<file path="src/rtl/pfd_pkg.sv">
// ----------------------------------------------------------------------------
// pfd_pkg: shared types, constants and helpers of the filtered-derivative PID
// Fixed-point format, saturating add/subtract and magnitude saturation used
// by the serial multiplier, the serial divider and the sequencer.
// ----------------------------------------------------------------------------
package pfd_pkg;

    localparam int DATA_WIDTH = 32;
    localparam int FRAC_BITS  = 16;
    localparam int PROD_W     = 2 * DATA_WIDTH;
    localparam int QUOT_W     = DATA_WIDTH + FRAC_BITS;
    localparam int MUL_CNT_W  = $clog2(DATA_WIDTH);
    localparam int DIV_CNT_W  = $clog2(QUOT_W);

    localparam int CFG_IDX_W  = 3;
    localparam int CFG_U_W    = 31;
    localparam int IN_TDATA_W = 2 * DATA_WIDTH;

    localparam logic [CFG_IDX_W-1:0] REG_PROP_GAIN       = 3'd0;
    localparam logic [CFG_IDX_W-1:0] REG_INTEG_GAIN      = 3'd1;
    localparam logic [CFG_IDX_W-1:0] REG_DERIV_GAIN      = 3'd2;
    localparam logic [CFG_IDX_W-1:0] REG_SETPOINT_WEIGHT = 3'd3;
    localparam logic [CFG_IDX_W-1:0] REG_FILTER_FACTOR   = 3'd4;
    localparam logic [CFG_IDX_W-1:0] REG_SAMPLE_PERIOD   = 3'd5;

    localparam logic ALU_ADD = 1'b0;
    localparam logic ALU_SUB = 1'b1;

    typedef logic signed [DATA_WIDTH-1:0] data_t;

    localparam data_t DATA_MAX = {1'b0, {(DATA_WIDTH-1){1'b1}}};
    localparam data_t DATA_MIN = {1'b1, {(DATA_WIDTH-1){1'b0}}};
    localparam data_t ONE_Q    = DATA_WIDTH'(1) << FRAC_BITS;
    localparam logic [CFG_U_W-1:0]    ONE_U      = CFG_U_W'(1) << FRAC_BITS;
    localparam logic [DATA_WIDTH-1:0] ROUND_HALF = DATA_WIDTH'(1) << (FRAC_BITS - 1);

    typedef struct packed {
        logic  sat;
        data_t val;
    } sat_res_t;

    typedef struct packed {
        logic  start;
        data_t opa;
        data_t opb;
    } arith_req_t;

    typedef struct packed {
        logic  done;
        logic  sat;
        data_t val;
    } arith_rsp_t;

    // Absolute value as an unsigned word; the most negative value maps to 2^(W-1).
    function automatic logic [DATA_WIDTH-1:0] mag_of(data_t a);
        logic [DATA_WIDTH-1:0] u;
        u = a;
        return u[DATA_WIDTH-1] ? (~u + 1'b1) : u;
    endfunction

    // Signed result from a wide magnitude and a sign, clamped to the data range.
    function automatic sat_res_t sat_mag(logic [PROD_W-1:0] m, logic neg);
        logic     hi_nz;
        logic     rest_z;
        sat_res_t r;
        hi_nz  = |m[PROD_W-1:DATA_WIDTH];
        rest_z = ~|m[DATA_WIDTH-2:0];
        r.sat  = hi_nz | (m[DATA_WIDTH-1] & ~(neg & rest_z));
        if (r.sat) begin
            r.val = neg ? DATA_MIN : DATA_MAX;
        end else begin
            r.val = neg ? (~m[DATA_WIDTH-1:0] + 1'b1) : m[DATA_WIDTH-1:0];
        end
        return r;
    endfunction

    // Saturating add or subtract of two data words.
    function automatic sat_res_t sat_add(data_t a, data_t b, logic sub);
        logic [DATA_WIDTH:0] s;
        sat_res_t            r;
        if (sub) begin
            s = {a[DATA_WIDTH-1], a} - {b[DATA_WIDTH-1], b};
        end else begin
            s = {a[DATA_WIDTH-1], a} + {b[DATA_WIDTH-1], b};
        end
        r.sat = s[DATA_WIDTH] ^ s[DATA_WIDTH-1];
        if (r.sat) begin
            r.val = s[DATA_WIDTH] ? DATA_MIN : DATA_MAX;
        end else begin
            r.val = s[DATA_WIDTH-1:0];
        end
        return r;
    endfunction

endpackage

</file>
<file path="src/rtl/pfd_mul.sv">
// ----------------------------------------------------------------------------
// pfd_mul: bit-serial fixed-point multiplier
// Shift-and-add over the multiplier bits, one bit per cycle, with the rounding
// half preloaded; then round, rescale and saturate into the result register.
// ----------------------------------------------------------------------------
module pfd_mul
    import pfd_pkg::*;
(
    input  logic       aclk,
    input  logic       aresetn,
    input  arith_req_t req,
    output arith_rsp_t rsp
);

    logic [DATA_WIDTH-1:0] mcand_reg;
    logic [DATA_WIDTH-1:0] hi_reg;
    logic [DATA_WIDTH-1:0] lo_reg;
    logic                  neg_reg;
    logic [MUL_CNT_W-1:0]  cnt_reg;
    logic                  busy_reg;
    logic                  fin_reg;
    logic                  done_reg;
    sat_res_t              res_reg;

    logic [DATA_WIDTH:0]   step_sum;
    logic [PROD_W-1:0]     prod_q;

    // Add the multiplicand into the upper half when the current bit is set.
    assign step_sum = {1'b0, hi_reg} + (lo_reg[0] ? {1'b0, mcand_reg} : '0);
    assign prod_q   = {hi_reg, lo_reg} >> FRAC_BITS;

    always_ff @(posedge aclk) begin
        if (!aresetn) begin
            busy_reg <= 1'b0;
            fin_reg  <= 1'b0;
            done_reg <= 1'b0;
        end else begin
            done_reg <= fin_reg;
            fin_reg  <= 1'b0;
            if (req.start) begin
                busy_reg <= 1'b1;
            end else if (busy_reg && cnt_reg == '0) begin
                busy_reg <= 1'b0;
                fin_reg  <= 1'b1;
            end
        end
    end

    always_ff @(posedge aclk) begin
        if (req.start) begin
            mcand_reg <= mag_of(req.opa);
            lo_reg    <= mag_of(req.opb);
            hi_reg    <= ROUND_HALF;
            neg_reg   <= req.opa[DATA_WIDTH-1] ^ req.opb[DATA_WIDTH-1];
            cnt_reg   <= MUL_CNT_W'(DATA_WIDTH - 1);
        end else if (busy_reg) begin
            hi_reg  <= step_sum[DATA_WIDTH:1];
            lo_reg  <= {step_sum[0], lo_reg[DATA_WIDTH-1:1]};
            cnt_reg <= cnt_reg - 1'b1;
        end
        if (fin_reg) begin
            res_reg <= sat_mag(prod_q, neg_reg);
        end
    end

    assign rsp.done = done_reg;
    assign rsp.sat  = res_reg.sat;
    assign rsp.val  = res_reg.val;

endmodule

</file>
<file path="src/rtl/pfd_div.sv">
// ----------------------------------------------------------------------------
// pfd_div: bit-serial fixed-point divider
// Restoring division of the magnitude of (num << FRAC_BITS) by the magnitude
// of den, one quotient bit per cycle, truncated toward zero and saturated.
// ----------------------------------------------------------------------------
module pfd_div
    import pfd_pkg::*;
(
    input  logic       aclk,
    input  logic       aresetn,
    input  arith_req_t req,
    output arith_rsp_t rsp
);

    logic [DATA_WIDTH-1:0] dvs_reg;
    logic [DATA_WIDTH-1:0] rem_reg;
    logic [QUOT_W-1:0]     dq_reg;
    logic                  neg_reg;
    logic [DIV_CNT_W-1:0]  cnt_reg;
    logic                  busy_reg;
    logic                  fin_reg;
    logic                  done_reg;
    sat_res_t              res_reg;

    logic [DATA_WIDTH:0]   shifted;
    logic [DATA_WIDTH+1:0] diff;
    logic                  fits;

    // Bring down the next dividend bit and trial-subtract the divisor.
    assign shifted = {rem_reg, dq_reg[QUOT_W-1]};
    assign diff    = {1'b0, shifted} - {2'b00, dvs_reg};
    assign fits    = ~diff[DATA_WIDTH+1];

    always_ff @(posedge aclk) begin
        if (!aresetn) begin
            busy_reg <= 1'b0;
            fin_reg  <= 1'b0;
            done_reg <= 1'b0;
        end else begin
            done_reg <= fin_reg;
            fin_reg  <= 1'b0;
            if (req.start) begin
                busy_reg <= 1'b1;
            end else if (busy_reg && cnt_reg == '0) begin
                busy_reg <= 1'b0;
                fin_reg  <= 1'b1;
            end
        end
    end

    always_ff @(posedge aclk) begin
        if (req.start) begin
            dvs_reg <= mag_of(req.opb);
            rem_reg <= '0;
            dq_reg  <= {mag_of(req.opa), {FRAC_BITS{1'b0}}};
            neg_reg <= req.opa[DATA_WIDTH-1] ^ req.opb[DATA_WIDTH-1];
            cnt_reg <= DIV_CNT_W'(QUOT_W - 1);
        end else if (busy_reg) begin
            rem_reg <= fits ? diff[DATA_WIDTH-1:0] : shifted[DATA_WIDTH-1:0];
            dq_reg  <= {dq_reg[QUOT_W-2:0], fits};
            cnt_reg <= cnt_reg - 1'b1;
        end
        if (fin_reg) begin
            res_reg <= sat_mag({{(PROD_W-QUOT_W){1'b0}}, dq_reg}, neg_reg);
        end
    end

    assign rsp.done = done_reg;
    assign rsp.sat  = res_reg.sat;
    assign rsp.val  = res_reg.val;

endmodule

</file>
<file path="src/rtl/pid_filtered_derivative.sv">
// ----------------------------------------------------------------------------
// pid_filtered_derivative: PID controller, setpoint weighting, filtered D term
// Signed Q16.16 controller: P = Kp*(b*r - y), D = (Kd*Dp - N*h*Kd*(y - yp)) /
// (Kd + N*h), drive = P + I + D, then I += Ki*h*(r - y), all saturating.
//
//   channel | direction | handshake                 | payload
//   --------+-----------+---------------------------+------------------------
//   s_      | in        | s_tvalid / s_tready       | s_tdata: measured,
//           |           |                           |   reference
//   m_      | out       | m_tvalid / m_tready       | m_tdata: drive;
//           |           |                           |   m_tuser: clipped
//   cfg_    | in        | cfg_valid / cfg_ready     | cfg_index, cfg_data
//
// Each sample runs up to eight products through the shared bit-serial
// multiplier and, unless Kd + N*h is zero and the divide is skipped, one
// quotient through the bit-serial divider. A new sample can be accepted in
// the cycle after the previous result is handed to the output register,
// even while that result waits on m_tready.
// Reset (aresetn low, synchronous) loads the register defaults and clears the
// stored derivative, measurement and integral. cfg_ready is always high.
// ----------------------------------------------------------------------------
module pid_filtered_derivative
    import pfd_pkg::*;
(
    input  logic                  aclk,
    input  logic                  aresetn,
    // sample input
    input  logic                  s_tvalid,
    output logic                  s_tready,
    input  logic [IN_TDATA_W-1:0] s_tdata,   // [31:0] measured, [63:32] reference
    // result output
    output logic                  m_tvalid,
    input  logic                  m_tready,
    output logic [DATA_WIDTH-1:0] m_tdata,   // [31:0] drive
    output logic [0:0]            m_tuser,   // [0] clipped
    // register writes
    input  logic                  cfg_valid,
    output logic                  cfg_ready,
    input  logic [CFG_IDX_W-1:0]  cfg_index,
    input  logic [DATA_WIDTH-1:0] cfg_data
);

    // Sequencer: one state per arithmetic step.
    typedef enum logic [13:0] {
        S_IDLE     = 14'b00000000000001,
        S_MUL_BR   = 14'b00000000000010,
        S_MUL_P    = 14'b00000000000100,
        S_MUL_NH   = 14'b00000000001000,
        S_CHK      = 14'b00000000010000,
        S_MUL_KDD  = 14'b00000000100000,
        S_MUL_NHKD = 14'b00000001000000,
        S_MUL_E    = 14'b00000010000000,
        S_DIV      = 14'b00000100000000,
        S_SUM      = 14'b00001000000000,
        S_SUM2     = 14'b00010000000000,
        S_MUL_KIH  = 14'b00100000000000,
        S_MUL_INC  = 14'b01000000000000,
        S_OUT      = 14'b10000000000000
    } state_t;

    // Configuration registers
    data_t               kp_reg;
    data_t               ki_reg;
    data_t               kd_reg;
    data_t               bw_reg;
    logic [CFG_U_W-1:0]  nf_reg;
    logic [CFG_U_W-1:0]  hp_reg;

    // Sequencer and working registers
    state_t state_reg, state_next;
    logic   go_reg, go_next;
    data_t  y_reg, y_next;
    data_t  r_reg, r_next;
    data_t  t_reg, t_next;
    data_t  p_reg, p_next;
    data_t  nh_reg, nh_next;
    data_t  den_reg, den_next;
    data_t  a_reg, a_next;
    data_t  d_reg, d_next;
    data_t  drive_reg, drive_next;
    logic   clip_reg, clip_next;

    // Controller state carried between samples
    data_t  last_deriv_reg, last_deriv_next;
    data_t  last_meas_reg, last_meas_next;
    data_t  integ_reg, integ_next;

    // Output register
    logic   m_valid_reg, m_valid_next;
    data_t  m_drive_reg, m_drive_next;
    logic   m_clip_reg, m_clip_next;

    arith_req_t mul_req, div_req;
    arith_rsp_t mul_rsp, div_rsp;
    sat_res_t   alu0, alu1;
    data_t      nf_q, hp_q;

    assign nf_q = {1'b0, nf_reg};
    assign hp_q = {1'b0, hp_reg};

    pfd_mul u_mul (
        .aclk    (aclk),
        .aresetn (aresetn),
        .req     (mul_req),
        .rsp     (mul_rsp)
    );

    pfd_div u_div (
        .aclk    (aclk),
        .aresetn (aresetn),
        .req     (div_req),
        .rsp     (div_rsp)
    );

    // Operand selection for the shared multiplier; the divider always takes
    // the difference held in t_reg over the denominator.
    always_comb begin
        mul_req.start = go_reg && (state_reg != S_DIV);
        mul_req.opa   = '0;
        mul_req.opb   = '0;
        unique case (state_reg)
            S_MUL_BR: begin
                mul_req.opa = bw_reg;
                mul_req.opb = r_reg;
            end
            S_MUL_P: begin
                mul_req.opa = kp_reg;
                mul_req.opb = t_reg;
            end
            S_MUL_NH: begin
                mul_req.opa = nf_q;
                mul_req.opb = hp_q;
            end
            S_MUL_KDD: begin
                mul_req.opa = kd_reg;
                mul_req.opb = last_deriv_reg;
            end
            S_MUL_NHKD: begin
                mul_req.opa = nh_reg;
                mul_req.opb = kd_reg;
            end
            S_MUL_E: begin
                mul_req.opa = nh_reg;
                mul_req.opb = t_reg;
            end
            S_MUL_KIH: begin
                mul_req.opa = ki_reg;
                mul_req.opb = hp_q;
            end
            S_MUL_INC: begin
                mul_req.opa = a_reg;
                mul_req.opb = t_reg;
            end
            default: begin
            end
        endcase
    end

    assign div_req.start = go_reg && (state_reg == S_DIV);
    assign div_req.opa   = t_reg;
    assign div_req.opb   = den_reg;

    // Step through the sample; each arithmetic state waits for its unit.
    always_comb begin
        state_next      = state_reg;
        go_next         = 1'b0;
        y_next          = y_reg;
        r_next          = r_reg;
        t_next          = t_reg;
        p_next          = p_reg;
        nh_next         = nh_reg;
        den_next        = den_reg;
        a_next          = a_reg;
        d_next          = d_reg;
        drive_next      = drive_reg;
        clip_next       = clip_reg;
        last_deriv_next = last_deriv_reg;
        last_meas_next  = last_meas_reg;
        integ_next      = integ_reg;
        m_valid_next    = m_valid_reg;
        m_drive_next    = m_drive_reg;
        m_clip_next     = m_clip_reg;
        alu0            = '0;
        alu1            = '0;

        // Drop the output transaction once it is taken.
        if (m_valid_reg && m_tready) begin
            m_valid_next = 1'b0;
        end

        unique case (state_reg)
            S_IDLE: begin
                if (s_tvalid) begin
                    y_next     = s_tdata[DATA_WIDTH-1:0];
                    r_next     = s_tdata[IN_TDATA_W-1:DATA_WIDTH];
                    clip_next  = 1'b0;
                    go_next    = 1'b1;
                    state_next = S_MUL_BR;
                end
            end
            S_MUL_BR: begin
                if (mul_rsp.done) begin
                    alu0       = sat_add(mul_rsp.val, y_reg, ALU_SUB);
                    t_next     = alu0.val;
                    clip_next  = clip_reg | mul_rsp.sat | alu0.sat;
                    go_next    = 1'b1;
                    state_next = S_MUL_P;
                end
            end
            S_MUL_P: begin
                if (mul_rsp.done) begin
                    p_next     = mul_rsp.val;
                    clip_next  = clip_reg | mul_rsp.sat;
                    go_next    = 1'b1;
                    state_next = S_MUL_NH;
                end
            end
            S_MUL_NH: begin
                if (mul_rsp.done) begin
                    alu0       = sat_add(kd_reg, mul_rsp.val, ALU_ADD);
                    nh_next    = mul_rsp.val;
                    den_next   = alu0.val;
                    clip_next  = clip_reg | mul_rsp.sat | alu0.sat;
                    state_next = S_CHK;
                end
            end
            S_CHK: begin
                // A zero denominator forces the derivative to zero.
                if (den_reg == '0) begin
                    d_next     = '0;
                    state_next = S_SUM;
                end else begin
                    alu0       = sat_add(y_reg, last_meas_reg, ALU_SUB);
                    t_next     = alu0.val;
                    clip_next  = clip_reg | alu0.sat;
                    go_next    = 1'b1;
                    state_next = S_MUL_KDD;
                end
            end
            S_MUL_KDD: begin
                if (mul_rsp.done) begin
                    a_next     = mul_rsp.val;
                    clip_next  = clip_reg | mul_rsp.sat;
                    go_next    = 1'b1;
                    state_next = S_MUL_NHKD;
                end
            end
            S_MUL_NHKD: begin
                if (mul_rsp.done) begin
                    nh_next    = mul_rsp.val;
                    clip_next  = clip_reg | mul_rsp.sat;
                    go_next    = 1'b1;
                    state_next = S_MUL_E;
                end
            end
            S_MUL_E: begin
                if (mul_rsp.done) begin
                    alu0       = sat_add(a_reg, mul_rsp.val, ALU_SUB);
                    t_next     = alu0.val;
                    clip_next  = clip_reg | mul_rsp.sat | alu0.sat;
                    go_next    = 1'b1;
                    state_next = S_DIV;
                end
            end
            S_DIV: begin
                if (div_rsp.done) begin
                    d_next     = div_rsp.val;
                    clip_next  = clip_reg | div_rsp.sat;
                    state_next = S_SUM;
                end
            end
            S_SUM: begin
                alu0       = sat_add(p_reg, integ_reg, ALU_ADD);
                t_next     = alu0.val;
                clip_next  = clip_reg | alu0.sat;
                state_next = S_SUM2;
            end
            S_SUM2: begin
                // Finish the drive, advance the stored history, form the error.
                alu0            = sat_add(t_reg, d_reg, ALU_ADD);
                alu1            = sat_add(r_reg, y_reg, ALU_SUB);
                drive_next      = alu0.val;
                t_next          = alu1.val;
                clip_next       = clip_reg | alu0.sat | alu1.sat;
                last_deriv_next = d_reg;
                last_meas_next  = y_reg;
                go_next         = 1'b1;
                state_next      = S_MUL_KIH;
            end
            S_MUL_KIH: begin
                if (mul_rsp.done) begin
                    a_next     = mul_rsp.val;
                    clip_next  = clip_reg | mul_rsp.sat;
                    go_next    = 1'b1;
                    state_next = S_MUL_INC;
                end
            end
            S_MUL_INC: begin
                if (mul_rsp.done) begin
                    alu0       = sat_add(integ_reg, mul_rsp.val, ALU_ADD);
                    integ_next = alu0.val;
                    clip_next  = clip_reg | mul_rsp.sat | alu0.sat;
                    state_next = S_OUT;
                end
            end
            S_OUT: begin
                // Hold until the output register is free or being emptied.
                if (!m_valid_reg || m_tready) begin
                    m_valid_next = 1'b1;
                    m_drive_next = drive_reg;
                    m_clip_next  = clip_reg;
                    state_next   = S_IDLE;
                end
            end
            default: begin
                state_next = S_IDLE;
            end
        endcase
    end

    // Control and controller state, cleared by reset.
    always_ff @(posedge aclk) begin
        if (!aresetn) begin
            state_reg      <= S_IDLE;
            go_reg         <= 1'b0;
            m_valid_reg    <= 1'b0;
            last_deriv_reg <= '0;
            last_meas_reg  <= '0;
            integ_reg      <= '0;
        end else begin
            state_reg      <= state_next;
            go_reg         <= go_next;
            m_valid_reg    <= m_valid_next;
            last_deriv_reg <= last_deriv_next;
            last_meas_reg  <= last_meas_next;
            integ_reg      <= integ_next;
        end
    end

    // Working and output payload registers.
    always_ff @(posedge aclk) begin
        y_reg       <= y_next;
        r_reg       <= r_next;
        t_reg       <= t_next;
        p_reg       <= p_next;
        nh_reg      <= nh_next;
        den_reg     <= den_next;
        a_reg       <= a_next;
        d_reg       <= d_next;
        drive_reg   <= drive_next;
        clip_reg    <= clip_next;
        m_drive_reg <= m_drive_next;
        m_clip_reg  <= m_clip_next;
    end

    // Register writes; indexes beyond the list are ignored.
    always_ff @(posedge aclk) begin
        if (!aresetn) begin
            kp_reg <= ONE_Q;
            ki_reg <= '0;
            kd_reg <= '0;
            bw_reg <= ONE_Q;
            nf_reg <= '0;
            hp_reg <= ONE_U;
        end else if (cfg_valid) begin
            unique case (cfg_index)
                REG_PROP_GAIN:       kp_reg <= cfg_data;
                REG_INTEG_GAIN:      ki_reg <= cfg_data;
                REG_DERIV_GAIN:      kd_reg <= cfg_data;
                REG_SETPOINT_WEIGHT: bw_reg <= cfg_data;
                REG_FILTER_FACTOR:   nf_reg <= cfg_data[CFG_U_W-1:0];
                REG_SAMPLE_PERIOD:   hp_reg <= cfg_data[CFG_U_W-1:0];
                default: begin
                end
            endcase
        end
    end

    assign s_tready  = (state_reg == S_IDLE);
    assign m_tvalid  = m_valid_reg;
    assign m_tdata   = m_drive_reg;
    assign m_tuser   = m_clip_reg;
    assign cfg_ready = 1'b1;

endmodule

</file>
<file path="config.mk">
export PLATFORM = sky130hd
export DESIGN_NAME = pid_filtered_derivative
export DESIGN_NICKNAME = d
export VERILOG_FILES = /design/src/rtl/pfd_pkg.sv /design/src/rtl/pfd_mul.sv /design/src/rtl/pfd_div.sv /design/src/rtl/pid_filtered_derivative.sv
export SDC_FILE = /design/constraint.sdc
export NUM_CORES = 2
export LEC_CHECK = 0
export ABC_CLOCK_PERIOD_IN_PS = 5600
export BUFFER_PORTS_ARGS = -buffer_cell sky130_fd_sc_hd__buf_2
export CORE_MARGIN = 2
export CORE_UTILIZATION = 30
export CTS_CLUSTER_SIZE = 12
export DETAILED_ROUTE_END_ITERATION = 10
export GPL_ROUTABILITY_DRIVEN = 0
export GPL_TIMING_DRIVEN = 0
export PLACE_DENSITY = 0.5
export SLEW_MARGIN = 10
export SYNTH_ARGS = -nofsm -noshare
export SYNTH_HDL_FRONTEND = slang
export SYNTH_SLANG_ARGS = --single-unit
export TNS_END_PERCENT = 50
</file>
<file path="constraint.sdc">
create_clock -name aclk -period 5.6 [get_ports aclk]
set_input_delay 0 -clock aclk [delete_from_list [all_inputs] [get_ports aclk]]
set_output_delay 0 -clock aclk [all_outputs]
set_load 0.02 [all_outputs]
</file>
==> results.yml <==
drt:
  drt_drc_violations_left: 0
  vias: 53270
  first_pass_iters: 6
  drt_iter0_markers: 6289
  postRouteAntennaNets: 0
  wl_per_cell_um: 25.89
  drt_wl_total_um: 245500
  vias_per_cell: 5.618
cells_and_area:
  layout_common_cells: "907 x nand2_1, 782 x a21oi_1, 518 x edfxtp_1, 428 x o21ai_0, 397 x dfxtp_1"
  fin_cells: 9482
  nets: 7311
  syn_to_final_growth_pct: 17.16
  final_layout_size_suffix_gt1_frac: 0.07149
  largest_reg_flops: 48
  final_common_cell: "nand2_1"
logic_synthesis:
  synth.area.top_cells: "edfxtp_1 27%, dfxtp_1 14%, ha_1 7.2%, a21oi_1 6.9%, nand2_1 6.0%"
  yosys.area.top_type: "edfxtp_1"
  synth_ff_type: "edfxtp_1"
  netlist_instances: 6415
  yosys.area.top_type_share: 0.2725
  async_flop_share: 0
  ys_warn_count: 0
  ys_ff_latch: 917
  synth_edf_count: 518
  ys_seq_area_frac: 0.4124
  syn-cell-area_mm2: 0.05708
  ys_types: 104
  synth_nets: 6857
  syn_area_per_cell_um2: 8.898
sta:
  holdWs_ps: 85.80
  finalSetupViolations: 0
  fmax_mhz: 180.5
  finalWorstSetupSlack_ps: 59.93
  post-route-period-util: 0.9893
  period_minus_slack_ps: 5540
  max_slew_margin: 0.02709
  hold_violations: 0
  drv_slew: 0
  clock_skew_ps: 54.87
  rsz0062_at_grt: "yes"
  tightest_slew_ps: 1459
floorplan:
  rows: 160
  die_w_um: 440.2
  core_area_mm2: 0.1896
  die_area_mm2: 0.1938
  start_util: 0.3011
  die_y_um: 440.2
  ios: 140
job:
  maxCapViolCount: 0
setup_path:
  r2r-end: "u_mul.mcand_reg[6]$_DFFE_PP_"
  start_kind: "flop"
  critical_path.top_delay_family: "buffers and inverters"
  critPathBufInv: 8
  cp_slowest_stage_delay_ps: 490
  r2r-start: "state_reg[3]$_SDFFE_PN0P_"
  worst_path_most_repeated_cell: "buf_2"
  cp_cell_sequence: "buf_2 -> nor4_4 -> buf_4 -> and3_1 -> clkbuf_1 -> and2_1 -> buf_2 -> buf_2 -> buf_4 -> buf_2 -> a222oi_1 -> and2_0 -> buf_2 -> a31oi_1 -> xor2_1"
  worstPathArrival_ps: 6050
  worstPathRequired_ps: 6110
  criticalPathCategory: "flop to flop"
  cp_max_fo: 10
  cp_slowest_cell: "clkbuf_1"
  crit_path_end_kind: "flop"
  r2r_slack_ps: 60
  ff2ff_path_depth: 15
outcome:
  status: "completed"
global_route:
  overflow: 0
  first_global_vias: 48790
  grt_pass1_wl_um: 345500
  grt_max_degree: 48
  grt.total_usage: 0.2447
  antenna_found_initial: 10
pwr:
  p_leak_uw: 0.02484
  p_total_uw: 18710
  ir_drop_mv: 0.2576
  power_density_mw_per_mm2: 279.7
clocking:
  clk_pin_slew_ps: 60
  cts_tree: "done"
  cts_buffers: 111
  clock_latency_ps: 800
  cts.sinks: 917
  htreeDepth: 3
  clock_path_buffers: 3
  cts_root_buf: "clkbuf_16"
min_path:
  min-delay-start: "cfg_data[31]"
  hp-class: "primary input to flop"
  min_to: "kp_reg[31]$_SDFFE_PN0P_"
  worstHoldPathCells: 4
place:
  placed_cells: 9078
  preCtsSetupSlack_ps: -729.4
  dp_hpwl_um: 189500
  io_buffers: 138
cells in the mapped netlist (all sizes together) (30+ instances only):
cell type,number
o31ai,41
inv,266
ha,328
or3,47
nand3,116
a21o,175
clkbuf,256
nand4,55
a22oi,68
dfxtp,399
o21a,65
nor3,98
mux2i,52
xor2,180
nor4,34
nor2b,51
buf,55
a222oi,30
o211ai,46
nor2,329
o311ai,47
nand2b,72
o21ai,431
and2,109
nand2,909
a31oi,65
edfxtp,518
xnor2,216
a21oi,784
a211oi,51
and3,67
report_power, final:
group	total [uW]	leakage [uW]	switching (uW)	internal (uW)
Clock	7370	0.00179	3200	4170
Combinational	3430	0.0152	2110	1310
Sequential	7910	0.00789	463	7450
Total	18700	0.0248	5780	12900
worst max path at each step:
stage	from	to	depth (start not counted)
after floorplan	den_reg[0]$_DFFE_PP_	d_reg[0]$_SDFFCE_PP0P_	11
after global placement	state_reg[2]$_SDFFE_PN0P_	u_div.dvs_reg[29]$_DFFE_PP_	7
after detailed placement	u_mul.rsp[1]$_DFFE_PP_	t_reg[12]$_DFFE_PP_	14
after CTS	state_reg[9]$_SDFFE_PN0P_	u_mul.lo_reg[28]$_DFFE_PP_	18
after global routing	u_mul.rsp[10]$_DFFE_PP_	clip_reg$_DFFE_PP_	12
final	state_reg[3]$_SDFFE_PN0P_	u_mul.mcand_reg[6]$_DFFE_PP_	15
repair_timing:
action	4_1_cts	5_1_grt
hold buffers	175	0
cloned	0	0
setup buffers	7	7
endpoints found under the hold margin	279	0
pin swaps	0	1
gates resized for setup	3	7
setup endpoints to repair	33	37
through the flow:
| step | instance area [um2] | util | setup TNS (ps) |
|---|---|---|---|
| after global routing | 66870 | 0.3527 | -5.810 |
| final | 66880 | 0.3528 | 0 |
| after detailed placement | 61240 | 0.3230 | -11130 |
| after global placement | 60920 | 0.3213 | -92630 |
| after CTS | 66750 | 0.3521 | 0 |
| after floorplan | 57080 | - | 0 |
tightest hold or removal path, cell delays in order:
cell           delay [ps]
dlygate4sd3_1         530
buf_2                 160
nand2_1                60
a21oi_1                50
cell type report:
cell class                 count  area [um2]
timing repair buffer         341        2874
tap                         2511        3142
clock inverter                59       618.1
buffer                       311        1231
antenna                        5       12.51
sequential                   917       23550
inverter                     269        1017
multi-input combinational   4918       31390
clock buffer                 151        3053
fill                       19420      122700
cell families after synthesis:
group / after synthesis / synth area share
compound gates: 2105 / 0.2329
other cells: 1 / 0.00006569
simple gates: 2014 / 0.1677
buf+inv: 580 / 0.03921
fa+ha+maj: 348 / 0.07715
mux: 54 / 0.009513
flops: 917 / 0.4124
xor+xnor: 396 / 0.06102
metal layers:
metal / GRT usage / wire [um]
met1: 0.3204 / 101200
met2: 0.3775 / 106300
met3: 0.04264 / 20770
met4: 0.1434 / 17250
met5: 0 / 54
Note: power is estimated with default switching activity, not from simulation.
